File: config.mk
export PLATFORM = sky130hd
export DESIGN_NAME = vvcm_ctrl
export DESIGN_NICKNAME = d
export VERILOG_FILES = /design/src/hw/rtl/vvcm_pkg.sv /design/src/hw/rtl/vvcm_ctrl.sv
export SDC_FILE = /design/constraint.sdc
export NUM_CORES = 1
export LEC_CHECK = 0
export BUFFER_PORTS_ARGS = -buffer_cell sky130_fd_sc_hd__buf_2
export CORE_MARGIN = 8
export CORE_UTILIZATION = 54
export DETAILED_ROUTE_END_ITERATION = 7
export PLACE_DENSITY = 0.78
export SYNTH_ARGS = -nofsm -noshare
export SYNTH_HDL_FRONTEND = slang
export SYNTH_SLANG_ARGS = --single-unit
File: constraint.sdc
create_clock -name clk -period 2.78 [get_ports clk]
set_input_delay 0.139 -clock clk [delete_from_list [all_inputs] [get_ports clk]]
set_output_delay 0.139 -clock clk [all_outputs]
set_load 0.1 [all_outputs]
File: src/hw/rtl/vvcm_pkg.sv
// ----------------------------------------------------------------------------
// vvcm_pkg
// Shared types, codes and small functions of the vertex value color mapper.
// ----------------------------------------------------------------------------
package vvcm_pkg;

  // Input command codes
  localparam logic [1:0] CMD_CLEAR = 2'd0;
  localparam logic [1:0] CMD_SCAN  = 2'd1;
  localparam logic [1:0] CMD_PAINT = 2'd2;
  localparam logic [1:0] CMD_RSVD  = 2'd3;

  // Color modes
  localparam logic [2:0] MODE_HEAT      = 3'd0;
  localparam logic [2:0] MODE_COMPLEX   = 3'd1;
  localparam logic [2:0] MODE_VECTOR    = 3'd2;
  localparam logic [2:0] MODE_NORM_HEAT = 3'd3;
  localparam logic [2:0] MODE_BAND      = 3'd4;
  localparam logic [2:0] MODE_GRAY      = 3'd5;
  localparam logic [2:0] MODE_GRAY_NORM = 3'd6;
  localparam logic [2:0] MODE_RSVD      = 3'd7;

  // Configuration register indexes
  localparam logic [2:0] REG_COLOR_MODE = 3'd0;
  localparam logic [2:0] REG_BAND_COUNT = 3'd1;
  localparam logic [2:0] REG_DARK_BG    = 3'd2;
  localparam logic [2:0] REG_BLUE_CYAN  = 3'd3;
  localparam logic [2:0] REG_GRN_YEL    = 3'd4;
  localparam logic [2:0] REG_RED_MAG    = 3'd5;
  localparam logic [2:0] REG_GRAYS      = 3'd6;

  // Palette color indexes
  localparam logic [2:0] COL_BLUE    = 3'd0;
  localparam logic [2:0] COL_CYAN    = 3'd1;
  localparam logic [2:0] COL_GREEN   = 3'd2;
  localparam logic [2:0] COL_YELLOW  = 3'd3;
  localparam logic [2:0] COL_RED     = 3'd4;
  localparam logic [2:0] COL_MAGENTA = 3'd5;
  localparam logic [2:0] COL_DGRAY   = 3'd6;
  localparam logic [2:0] COL_LGRAY   = 3'd7;

  localparam logic [16:0] ONE_Q = 17'h10000;

  typedef enum logic [4:0] {
    S_IDLE, S_DISP, S_CLR, S_SQ, S_SQRT, S_SCAN, S_DSETUP, S_DSTEP, S_VEC,
    S_TINY, S_CSETUP, S_CNORM, S_CORDIC, S_CFIN, S_MIX, S_BLEND, S_OUT
  } state_t;

  typedef enum logic [4:0] {
    OP_NONE, OP_LOAD, OP_CLR, OP_SQ, OP_SQRT, OP_SCAN, OP_DSETUP, OP_DSTEP,
    OP_VEC, OP_TINY, OP_CSETUP, OP_CNORM, OP_CORDIC, OP_CFIN, OP_MIX,
    OP_BLEND, OP_OUT
  } op_t;

  typedef struct packed {
    op_t        op;
    logic [4:0] cnt;
    logic [1:0] lane;
  } dp_cmd_t;

  typedef struct packed {
    logic [1:0] cmd;
    logic [2:0] mode;
    logic       div_trivial;
    logic       norm_done;
    logic       hue_en;
    logic       x_zero;
    logic       y_zero;
  } dp_stat_t;

  // red, green, blue, alpha
  typedef logic [0:3][7:0] rgba_t;

  function automatic logic [15:0] atan_tab(input logic [3:0] i);
    logic [15:0] v;
    unique case (i)
      4'd0:  v = 16'd49152;
      4'd1:  v = 16'd29016;
      4'd2:  v = 16'd15331;
      4'd3:  v = 16'd7782;
      4'd4:  v = 16'd3906;
      4'd5:  v = 16'd1955;
      4'd6:  v = 16'd978;
      4'd7:  v = 16'd489;
      4'd8:  v = 16'd244;
      4'd9:  v = 16'd122;
      4'd10: v = 16'd61;
      4'd11: v = 16'd31;
      4'd12: v = 16'd15;
      4'd13: v = 16'd8;
      4'd14: v = 16'd4;
      default: v = 16'd2;
    endcase
    return v;
  endfunction

  // a*f + b*(1-f), rounded, f in [0,1] with 1.0 = 65536
  function automatic logic [7:0] lerp8(input logic [7:0] a, input logic [7:0] b,
                                       input logic [16:0] f);
    logic [24:0] acc;
    acc = 25'(a) * 25'(f) + 25'(b) * 25'(ONE_Q - f) + 25'd32768;
    return acc[23:16];
  endfunction

endpackage

File: src/hw/rtl/vvcm_ctrl.sv
// ----------------------------------------------------------------------------
// vvcm_ctrl
// Sequencer: steps the datapath through each command and owns the handshakes.
// ----------------------------------------------------------------------------
module vvcm_ctrl import vvcm_pkg::*; (
  input  logic     clk,
  input  logic     rst_n,
  input  logic     in_valid,
  output logic     in_ready,
  output logic     out_valid,
  input  logic     out_ready,
  input  dp_stat_t stat,
  output dp_cmd_t  dcmd
);

  state_t     state_r, state_nxt, after_div;
  logic [4:0] cnt_r, cnt_nxt;
  logic [1:0] lane_r, lane_nxt;
  logic       out_valid_r, out_valid_nxt;
  logic       out_free;

  assign out_free = !out_valid_r || out_ready;

  always_comb begin
    if (stat.mode == MODE_VECTOR)       after_div = S_VEC;
    else if (stat.mode == MODE_COMPLEX) after_div = S_BLEND;
    else                                after_div = S_MIX;
  end

  // next state
  always_comb begin
    state_nxt = state_r;
    unique case (state_r)
      S_IDLE: if (in_valid) state_nxt = S_DISP;
      S_DISP: begin
        priority if (stat.cmd == CMD_CLEAR) begin
          state_nxt = S_CLR;
        end else if (stat.cmd == CMD_SCAN) begin
          if (stat.mode == MODE_HEAT || stat.mode == MODE_GRAY) state_nxt = S_SCAN;
          else if (stat.mode == MODE_BAND || stat.mode == MODE_RSVD) state_nxt = S_OUT;
          else                                                  state_nxt = S_SQ;
        end else if (stat.cmd == CMD_PAINT) begin
          if (stat.mode == MODE_COMPLEX || stat.mode == MODE_NORM_HEAT ||
              stat.mode == MODE_GRAY_NORM)                      state_nxt = S_SQ;
          else if (stat.mode == MODE_RSVD)                      state_nxt = S_OUT;
          else                                                  state_nxt = S_DSETUP;
        end else begin
          state_nxt = S_OUT;
        end
      end
      S_CLR:  state_nxt = S_OUT;
      S_SCAN: state_nxt = S_OUT;
      S_SQ:   if (cnt_r == 5'd2) state_nxt = S_SQRT;
      S_SQRT: begin
        if (cnt_r == 5'd31) begin
          if (stat.cmd == CMD_SCAN)           state_nxt = S_SCAN;
          else if (stat.mode == MODE_COMPLEX) state_nxt = S_TINY;
          else                                state_nxt = S_DSETUP;
        end
      end
      S_DSETUP: state_nxt = stat.div_trivial ? after_div : S_DSTEP;
      S_DSTEP:  if (cnt_r == 5'd15) state_nxt = after_div;
      S_VEC:    state_nxt = (lane_r == 2'd2) ? S_OUT : S_DSETUP;
      S_TINY:   state_nxt = S_CSETUP;
      S_CSETUP: begin
        if (!stat.hue_en)                    state_nxt = S_MIX;
        else if (stat.x_zero || stat.y_zero) state_nxt = S_CFIN;
        else                                 state_nxt = S_CNORM;
      end
      S_CNORM:  if (stat.norm_done) state_nxt = S_CORDIC;
      S_CORDIC: if (cnt_r == 5'd15) state_nxt = S_CFIN;
      S_CFIN:   state_nxt = S_MIX;
      S_MIX:    state_nxt = (stat.mode == MODE_COMPLEX) ? S_DSETUP : S_OUT;
      S_BLEND:  state_nxt = S_OUT;
      S_OUT:    if (out_free) state_nxt = S_IDLE;
      default:  state_nxt = S_IDLE;
    endcase
  end

  // outputs
  always_comb begin
    dcmd.cnt  = cnt_r;
    dcmd.lane = lane_r;
    in_ready  = state_r == S_IDLE;
    unique case (state_r)
      S_IDLE:   dcmd.op = in_valid ? OP_LOAD : OP_NONE;
      S_CLR:    dcmd.op = OP_CLR;
      S_SQ:     dcmd.op = OP_SQ;
      S_SQRT:   dcmd.op = OP_SQRT;
      S_SCAN:   dcmd.op = OP_SCAN;
      S_DSETUP: dcmd.op = OP_DSETUP;
      S_DSTEP:  dcmd.op = OP_DSTEP;
      S_VEC:    dcmd.op = OP_VEC;
      S_TINY:   dcmd.op = OP_TINY;
      S_CSETUP: dcmd.op = OP_CSETUP;
      S_CNORM:  dcmd.op = OP_CNORM;
      S_CORDIC: dcmd.op = OP_CORDIC;
      S_CFIN:   dcmd.op = OP_CFIN;
      S_MIX:    dcmd.op = OP_MIX;
      S_BLEND:  dcmd.op = OP_BLEND;
      S_OUT:    dcmd.op = out_free ? OP_OUT : OP_NONE;
      default:  dcmd.op = OP_NONE;
    endcase
    cnt_nxt  = (state_nxt != state_r) ? 5'd0 : cnt_r + 5'd1;
    lane_nxt = lane_r;
    if (state_r == S_DISP)     lane_nxt = 2'd0;
    else if (state_r == S_VEC) lane_nxt = lane_r + 2'd1;
    out_valid_nxt = out_valid_r;
    if (out_ready) out_valid_nxt = 1'b0;
    if (state_r == S_OUT && out_free) out_valid_nxt = 1'b1;
  end

  always_ff @(posedge clk) begin
    if (!rst_n) begin
      state_r     <= S_IDLE;
      cnt_r       <= '0;
      lane_r      <= '0;
      out_valid_r <= 1'b0;
    end else begin
      state_r     <= state_nxt;
      cnt_r       <= cnt_nxt;
      lane_r      <= lane_nxt;
      out_valid_r <= out_valid_nxt;
    end
  end

  assign out_valid = out_valid_r;

  a_one_item: assert property (@(posedge clk) disable iff (!rst_n)
    (in_valid && in_ready) |=> !in_ready)
    else $error("second beat taken while an item is in flight");

  a_out_from_seq: assert property (@(posedge clk) disable iff (!rst_n)
    $rose(out_valid_r) |-> $past(state_r == S_OUT))
    else $error("result raised outside the output step");

  a_div_len: assert property (@(posedge clk) disable iff (!rst_n)
    (state_r == S_DSTEP) |-> (cnt_r < 5'd16))
    else $error("divider ran past its quotient width");

endmodule

==> results of run 1 <==
-- per-stage QoR --
stage | util [%] | hold WS (ns) | setup WS (ns)
2_1_floorplan | - | 0.256 | 0.0729
3_3_place_gp | 60.2 | 0.446 | 0.451
3_5_place_dp | 60.2 | 0.465 | 0.289
4_1_cts | 61.3 | 0.158 | 0.254
5_1_grt | 61.3 | 0.158 | 0.133
6_report | 61.3 | 0.170 | 0.272
-- routing by layer --
layer	vias up	track usage, %
li1	656	-
met4	0	3.54
met2	42	26.7
met1	627	22.4
met5	-	0
met3	2	3.06
-- flip-flops by register name (all words and copies together), names as in the netlist --
name       flops
state_r        5
lane_r         2
out_valid      1
cnt_r          5
-- logic make-up (layout without fill, tap and decap cells) --
logic type,count (synthesis),after routing
multiplexers,2,2
AND/OR/NAND/NOR,76,76
buffers and inverters,19,42
AO/OA/AOI/OAI,45,45
adder cells (fa/ha/maj),5,5
flip-flops,13,13
XOR/XNOR,4,4
-- layout by cell type (no fill, tap or decap), types with 2 or more instances in the layout --
cell type  synthesis  routed
nand2_1            7       7
nand4b_1           2       2
or2b_1             2       2
o21a_1             2       2
nand3b_1           4       4
nor2_1             8       8
nand3_1            8       8
o22ai_1            2       2
o211ai_1           3       3
or3_1              2       2
dfxtp_2            0       4
a21oi_1            6       6
o211a_1            2       2
nand2b_1          11      11
nor3_1             9       8
nor3b_1            5       5
buf_2              5      27
clkbuf_4           1       3
xnor2_1            3       3
o31a_1             2       2
ha_1               5       5
inv_1              7       7
a311o_1            2       2
a21boi_0           4       4
buf_4              3       4
o221ai_2           2       2
o21ai_0            7       7
a31oi_1            3       3
dfxtp_1           13       9
nor2b_1            7       6
a211oi_1           3       3
-- power groups by stage --
stage	clock network, W	logic, W	registers [W]
global placement	0	0.000240	0.000215
floorplan	0	0.000176	0.000243
detailed placement	0	0.000246	0.000216
finish	0.000124	0.000249	0.000212
global route	0.000134	0.000263	0.000214
CTS	0.000127	0.000247	0.000212
-- layout make-up --
class | instances | area share, %
inverter | 7 | 1.79
sequential | 13 | 18.1
timing repair buffer | 31 | 11.3
multi-input combinational | 132 | 64.4
clock buffer | 4 | 1.79
tap | 30 | 2.56
-- worst register-to-register path: cells and delay by family, from the launching register on --
kind                     cells  cell delay, ns
AND/OR/NAND/NOR              3            1.00
multiplexers                 2            0.39
adder cells (fa/ha/maj)      2            0.37
AO/OA/AOI/OAI                2            0.30
flip-flops                   1            0.36
-- path summary, 6_finish.rpt --
kind / slack (ns) / end / cells past startpoint
worst max register to register: 0.27 / cnt_r[1] / 9
worst min-delay path: 0.17 / state_r[1] / 2
worst max-delay path: 0.27 / cnt_r[1] / 9
worst min register to register: 0.53 / lane_r[1] / 2
==> flow_summary.ini, run 1 <==
[outcome]
outcome = finished, final reports clean

[grt]
grt_max_degree = 15
antenna_found_initial = 0
grt_pass1_wl_um = 5680
grt_pass1_vias = 1198
grt_usage_pct = 16.5
grt.overflow.total = 0

[critical_path]
cp_slowest_cell = or4_4
critical_path_required_ns = 2.97
crit_fanout = 5
crit_top_cell = ha_1
worst_setup_path_end_kind = flop
cpLargestDelayFamily = simple AND/OR/NAND/NOR gates
critPathLaunchType = flop
r2r-start = cnt_r[0]
critPathLaunch = cnt_r[0]
path_cells = ha_1, and3_1, ha_1, mux2_4, a311o_1, o221ai_2, or4_4, mux2i_4, nor3_1
path_buf_inv = 0
worstSetupPathType = flop to flop
cp_slowest_stage_delay_ns = 0.58
cp.arrival_ns = 2.70

[placed_design]
dp.cells = 213
dpl_cell_area_sq_um = 1440
gp_congestion = 0.869
io_buffers = 27
dp_hpwl_um = 2740

[cts]
cts_sinks = 13
clock_latency_ns = 0.28
cts_buffers = 3
post_cts_buffers = 0
cts_buffer_depth = 2
cts.reportedPaths.clkPinSlew_ns = 0.09
post_cts_resized = 0
tritoncts = yes
htree_levels = 1
hold_buffers = 0
clock_tree.root_cell = clkbuf_4

[floorplanning]
start_util_pct = 54.6
die_w_um = 65.1
placementRows = 18
coreArea_sq_um = 2390
dieHeight_um = 65.1
dieArea_sq_um = 4240
ios = 28

[synthesis]
synth_seq_cells = 13
yosys-top-cells-area = dfxtp_1 20%, nand2b_1 5.3%, ha_1 4.8%, nor3_1 3.5%, nor2b_1 3.4%
synthFlopType = dfxtp_1
netlist_instances = 164
synth_top_area_share_pct = 20.0
yosys.area_share.simple_pct = 35.4
async_flop_share_pct = 0
ys_seq_area_share_pct = 20.0
synth-edff-count = 0
yosys_warnings = 0
syn-cell-area_sq_um = 1300
synth_fa_ha_area_share_pct = 4.80
synthTopCellsByCount = 13 x dfxtp_1, 11 x nand2b_1, 9 x nor3_1
yosys.cell_types.count = 53
synth_most_common_cell = dfxtp_1
synth_top_family_by_area = simple AND/OR/NAND/NOR gates
syn_avg_cell_area_sq_um = 7.95
syn_nets = 183
synth_mux_area_share_pct = 2.88
yosysTopAreaCell = dfxtp_1
synth_xor_area_share_pct = 2.69
synth_compound_area_share_pct = 26.0

[sta]
fin_crit_ns = 2.51
rsz0062_at_grt = no
slew_viol_final = 0
hold_viol_final = 0
setup_viol_count_final = 0
slew-limit-headroom_pct = 59.6
worst_pin_slew_ns = 0.600
finalCritPeriodShare_pct = 90.2
fmax_mhz = 399
finClkSkew_ns = 0.00345
setup_tns_ns = 0

[final_layout]
stdcell_count = 217
drive_gt1_share_pct = 26.2
diodes = 0
design_area_sq_um = 1460
syn2layout_area_growth_pct = 12.3
regArea_sq_um = 265
multi_input_area_sq_um = 943
fin_nets = 207
num-fill-cells = 231

[job]
maxCapViolCount = 0

[power_and_ir_drop]
powerDensity_nw_per_um2 = 399
power.leakage_nw = 0.599
p_int_w = 0.000323
ir_drop_v = 0.000354
p_sw_share_pct = 44.8
combPwrFrac_pct = 42.5
finalPower_w = 0.000584
power.clock.fraction_pct = 21.1
p_switching_w = 0.000261
p_seq_share_pct = 36.3

[route]
dr_total_vias = 1327
wl_um = 3490
wl_met1_um = 1590
drt_iter0_markers = 71
ant_nets = 0
vias_per_cell = 6.12
dr_wl_met3_um = 199
routedWlPerCell_um = 16.1
route.met2.wl_um = 1670
drc = 0
top_layer = met4
drt-pass1-iter-count = 4

[worst_hold_path]
min-delay-start = rst_n
hold_path_class = primary input to flop
No activity file was read; power rests on OpenSTA's default activity.
==> run 2, diff against run 1 <==
--- a/config.mk
+++ b/config.mk
@@ -5,9 +5,12 @@
 export SDC_FILE = /design/constraint.sdc
 export NUM_CORES = 1
 export LEC_CHECK = 0
+export ABC_AREA = 1
 export BUFFER_PORTS_ARGS = -buffer_cell sky130_fd_sc_hd__buf_2
+export CELL_PAD_IN_SITES_DETAIL_PLACEMENT = 2
+export CELL_PAD_IN_SITES_GLOBAL_PLACEMENT = 2
 export CORE_MARGIN = 8
-export CORE_UTILIZATION = 54
+export CORE_UTILIZATION = 27
 export DETAILED_ROUTE_END_ITERATION = 7
 export PLACE_DENSITY = 0.78
 export SYNTH_ARGS = -nofsm -noshare
==> run 2 against run 1 <==
Clock skew up 0.0011 ns. Sequential power about the same. Clock power is 40% higher. Register-to-register slack better by 0.23 ns. Fmax is 10% higher. Area after synthesis shrank 1.5%. Combinational power about the same. Sequential share of layout area decreased by 1.0 points. Global-route usage shrank 2.1 points. Die area grew 70%. First-iteration DRC count grew 2.8%. Clock-buffer cell count did not move. Critical endpoint is now cnt_r[0]. Largest power group unchanged.
==> flow_summary.ini, run 2 <==
[outcome]
outcome = finished, final reports clean

[critical_path]
path_buf_inv = 2
path_cells = ha_1, and3_1, ha_1, inv_1, nor2_1, nand2_1, nand2_1, inv_1, nor2_1, nand3_1, nand2_1, nand2_1, nor2_1, nand2_1, nor2_1
cp.arrival_ns = 2.46
cpLargestDelayFamily = simple AND/OR/NAND/NOR gates
crit_top_cell = nand2_1
critPathLaunchType = flop
critical_path_required_ns = 2.96
worstSetupPathType = flop to flop
cp_slowest_cell = dfxtp_1
cp_slowest_stage_delay_ns = 0.39
crit_fanout = 5
worst_setup_path_end_kind = flop

[grt]
grt_max_degree = 13
grt_pass1_wl_um = 8340
grt_pass1_vias = 1629
grt.overflow.total = 0
antenna_found_initial = 0
grt_usage_pct = 14.5

[route]
dr_total_vias = 1586
drc = 0
routedWlPerCell_um = 16.2
ant_nets = 0
wl_um = 5060
vias_per_cell = 5.08
drt-pass1-iter-count = 4
drt_iter0_markers = 73

[power_and_ir_drop]
ir_drop_v = 0.000344
powerDensity_nw_per_um2 = 416
power.leakage_nw = 0.814

[sta]
finalCritPeriodShare_pct = 82.0
slew-limit-headroom_pct = 63.0
fmax_mhz = 439
slew_viol_final = 0
finClkSkew_ns = 0.00455
fin_crit_ns = 2.28
timing.hold.ws_ns = 0.163
setup_viol_count_final = 0
rsz0062_at_grt = no
setup_tns_ns = 0
hold_viol_final = 0
worst_pin_slew_ns = 0.554

[synthesis]
synth-edff-count = 0
synthFlopType = dfxtp_1
async_flop_share_pct = 0
netlist_instances = 229
syn_nets = 248
ys_seq_area_share_pct = 20.3
synth_top_area_share_pct = 20.3
yosys_warnings = 0
synth_most_common_cell = nand2_1
yosys-top-cells-area = dfxtp_1 20%, nand2_1 19%, nand3_1 12%, nor2_1 11%, inv_1 5.8%
synth_seq_cells = 13
yosysTopAreaCell = dfxtp_1
synthTopCellsByCount = 65 x nand2_1, 38 x nor2_1, 31 x nand3_1
yosys.cell_types.count = 26
syn_avg_cell_area_sq_um = 5.61
syn-cell-area_sq_um = 1280

[floorplanning]
start_util_pct = 27.5
dieArea_sq_um = 7220
placementRows = 25
ios = 28
dieHeight_um = 85.0
coreArea_sq_um = 4660
die_w_um = 85.0

[final_layout]
design_area_sq_um = 1520
syn2layout_area_growth_pct = 18.5
final_common_cell = nand2_1
drive_gt1_share_pct = 20.2
final_cell_mix = 65 x nand2_1, 37 x nor2_1, 31 x nand3_1
stdcell_count = 312
diodes = 0
num-fill-cells = 619
largestRegisters = cnt_r x5, state_r x5, lane_r x2
fin_nets = 278

[cts]
cts_sinks = 13
cts.reportedPaths.clkPinSlew_ns = 0.06
hold_buffers = 0
tritoncts = yes
cts_buffers = 3
clock_latency_ns = 0.25
post_cts_buffers = 0
cts_buffer_depth = 2
htree_levels = 1
post_cts_resized = 0
clock_tree.root_cell = clkbuf_8

[placed_design]
io_buffers = 27
dp.cells = 308
dpl_cell_area_sq_um = 1480
gp_congestion = 0.840
dp_hpwl_um = 4290

[job]
maxCapViolCount = 0

[worst_hold_path]
hold_path_class = primary input to flop
==> run 2: cell count changes after synthesis, sizes merged, moves of 7 or more <==
cell	delta
nor2	+39
inv	+20
buf	-8
nand3	+23
nand2	+62
nand2b	-11
nor2b	-7
==> run 2: per-stage QoR <==
stage          util (%)  total power, W  setup slack, ns
2_1_floorplan         -        0.000403            0.160
3_3_place_gp       31.7        0.000460            0.644
3_5_place_dp       31.7        0.000463            0.502
4_1_cts            32.6        0.000641            0.475
5_1_grt            32.6        0.000673            0.207
6_report           32.6        0.000634            0.501
==> run 2: final cells by class <==
cell class	count	area (sq um)	area share (%)
clock buffer	4	45.0	2.96
timing repair buffer	27	135	8.88
tap	54	67.6	4.44
inverter	27	101	6.66
multi-input combinational	187	912	60.0
sequential	13	260	17.1
==> run 2: per-layer routing <==
layer  vias to the layer above  wire length [um]  GRT usage (%)
met1                       757              2430           18.6
met4                         0                92           4.37
met5                         -                 0              0
li1                        798                 -              -
met3                         8               144           2.32
met2                        23              2390           24.0
==> run 2: tightest hold or removal path, stage by stage <==
cell	delay, ns
buf_2	0.14
nand2_1	0.06
inv_1	0.04
==> run 2: report_power, final <==
part	total [W]	internal [W]	switching (W)
sequential	0.000212	0.000196	0.0000162
combinational	0.000247	0.0000513	0.000196
clock	0.000174	0.000102	0.0000728
==> run 2: kinds of logic (layout without fill, tap and decap cells) <==
logic type	after synthesis	after routing	synth area share [%]
AO/OA/AOI/OAI	20	20	8.77
adder cells (fa/ha/maj)	5	5	4.87
buffers and inverters	29	58	8.87
AND/OR/NAND/NOR	160	160	55.8
flip-flops	13	13	20.3
XOR/XNOR	2	2	1.36
==> run 2: path summary, 6_finish.rpt <==
kind         startpoint    endpoint  slack [ns]  cells past startpoint
min               rst_n  state_r[1]        0.16                      3
max            cnt_r[0]    cnt_r[0]        0.50                     15
min reg2reg    cnt_r[0]    cnt_r[0]        0.49                      1
max reg2reg    cnt_r[0]    cnt_r[0]        0.50                     15
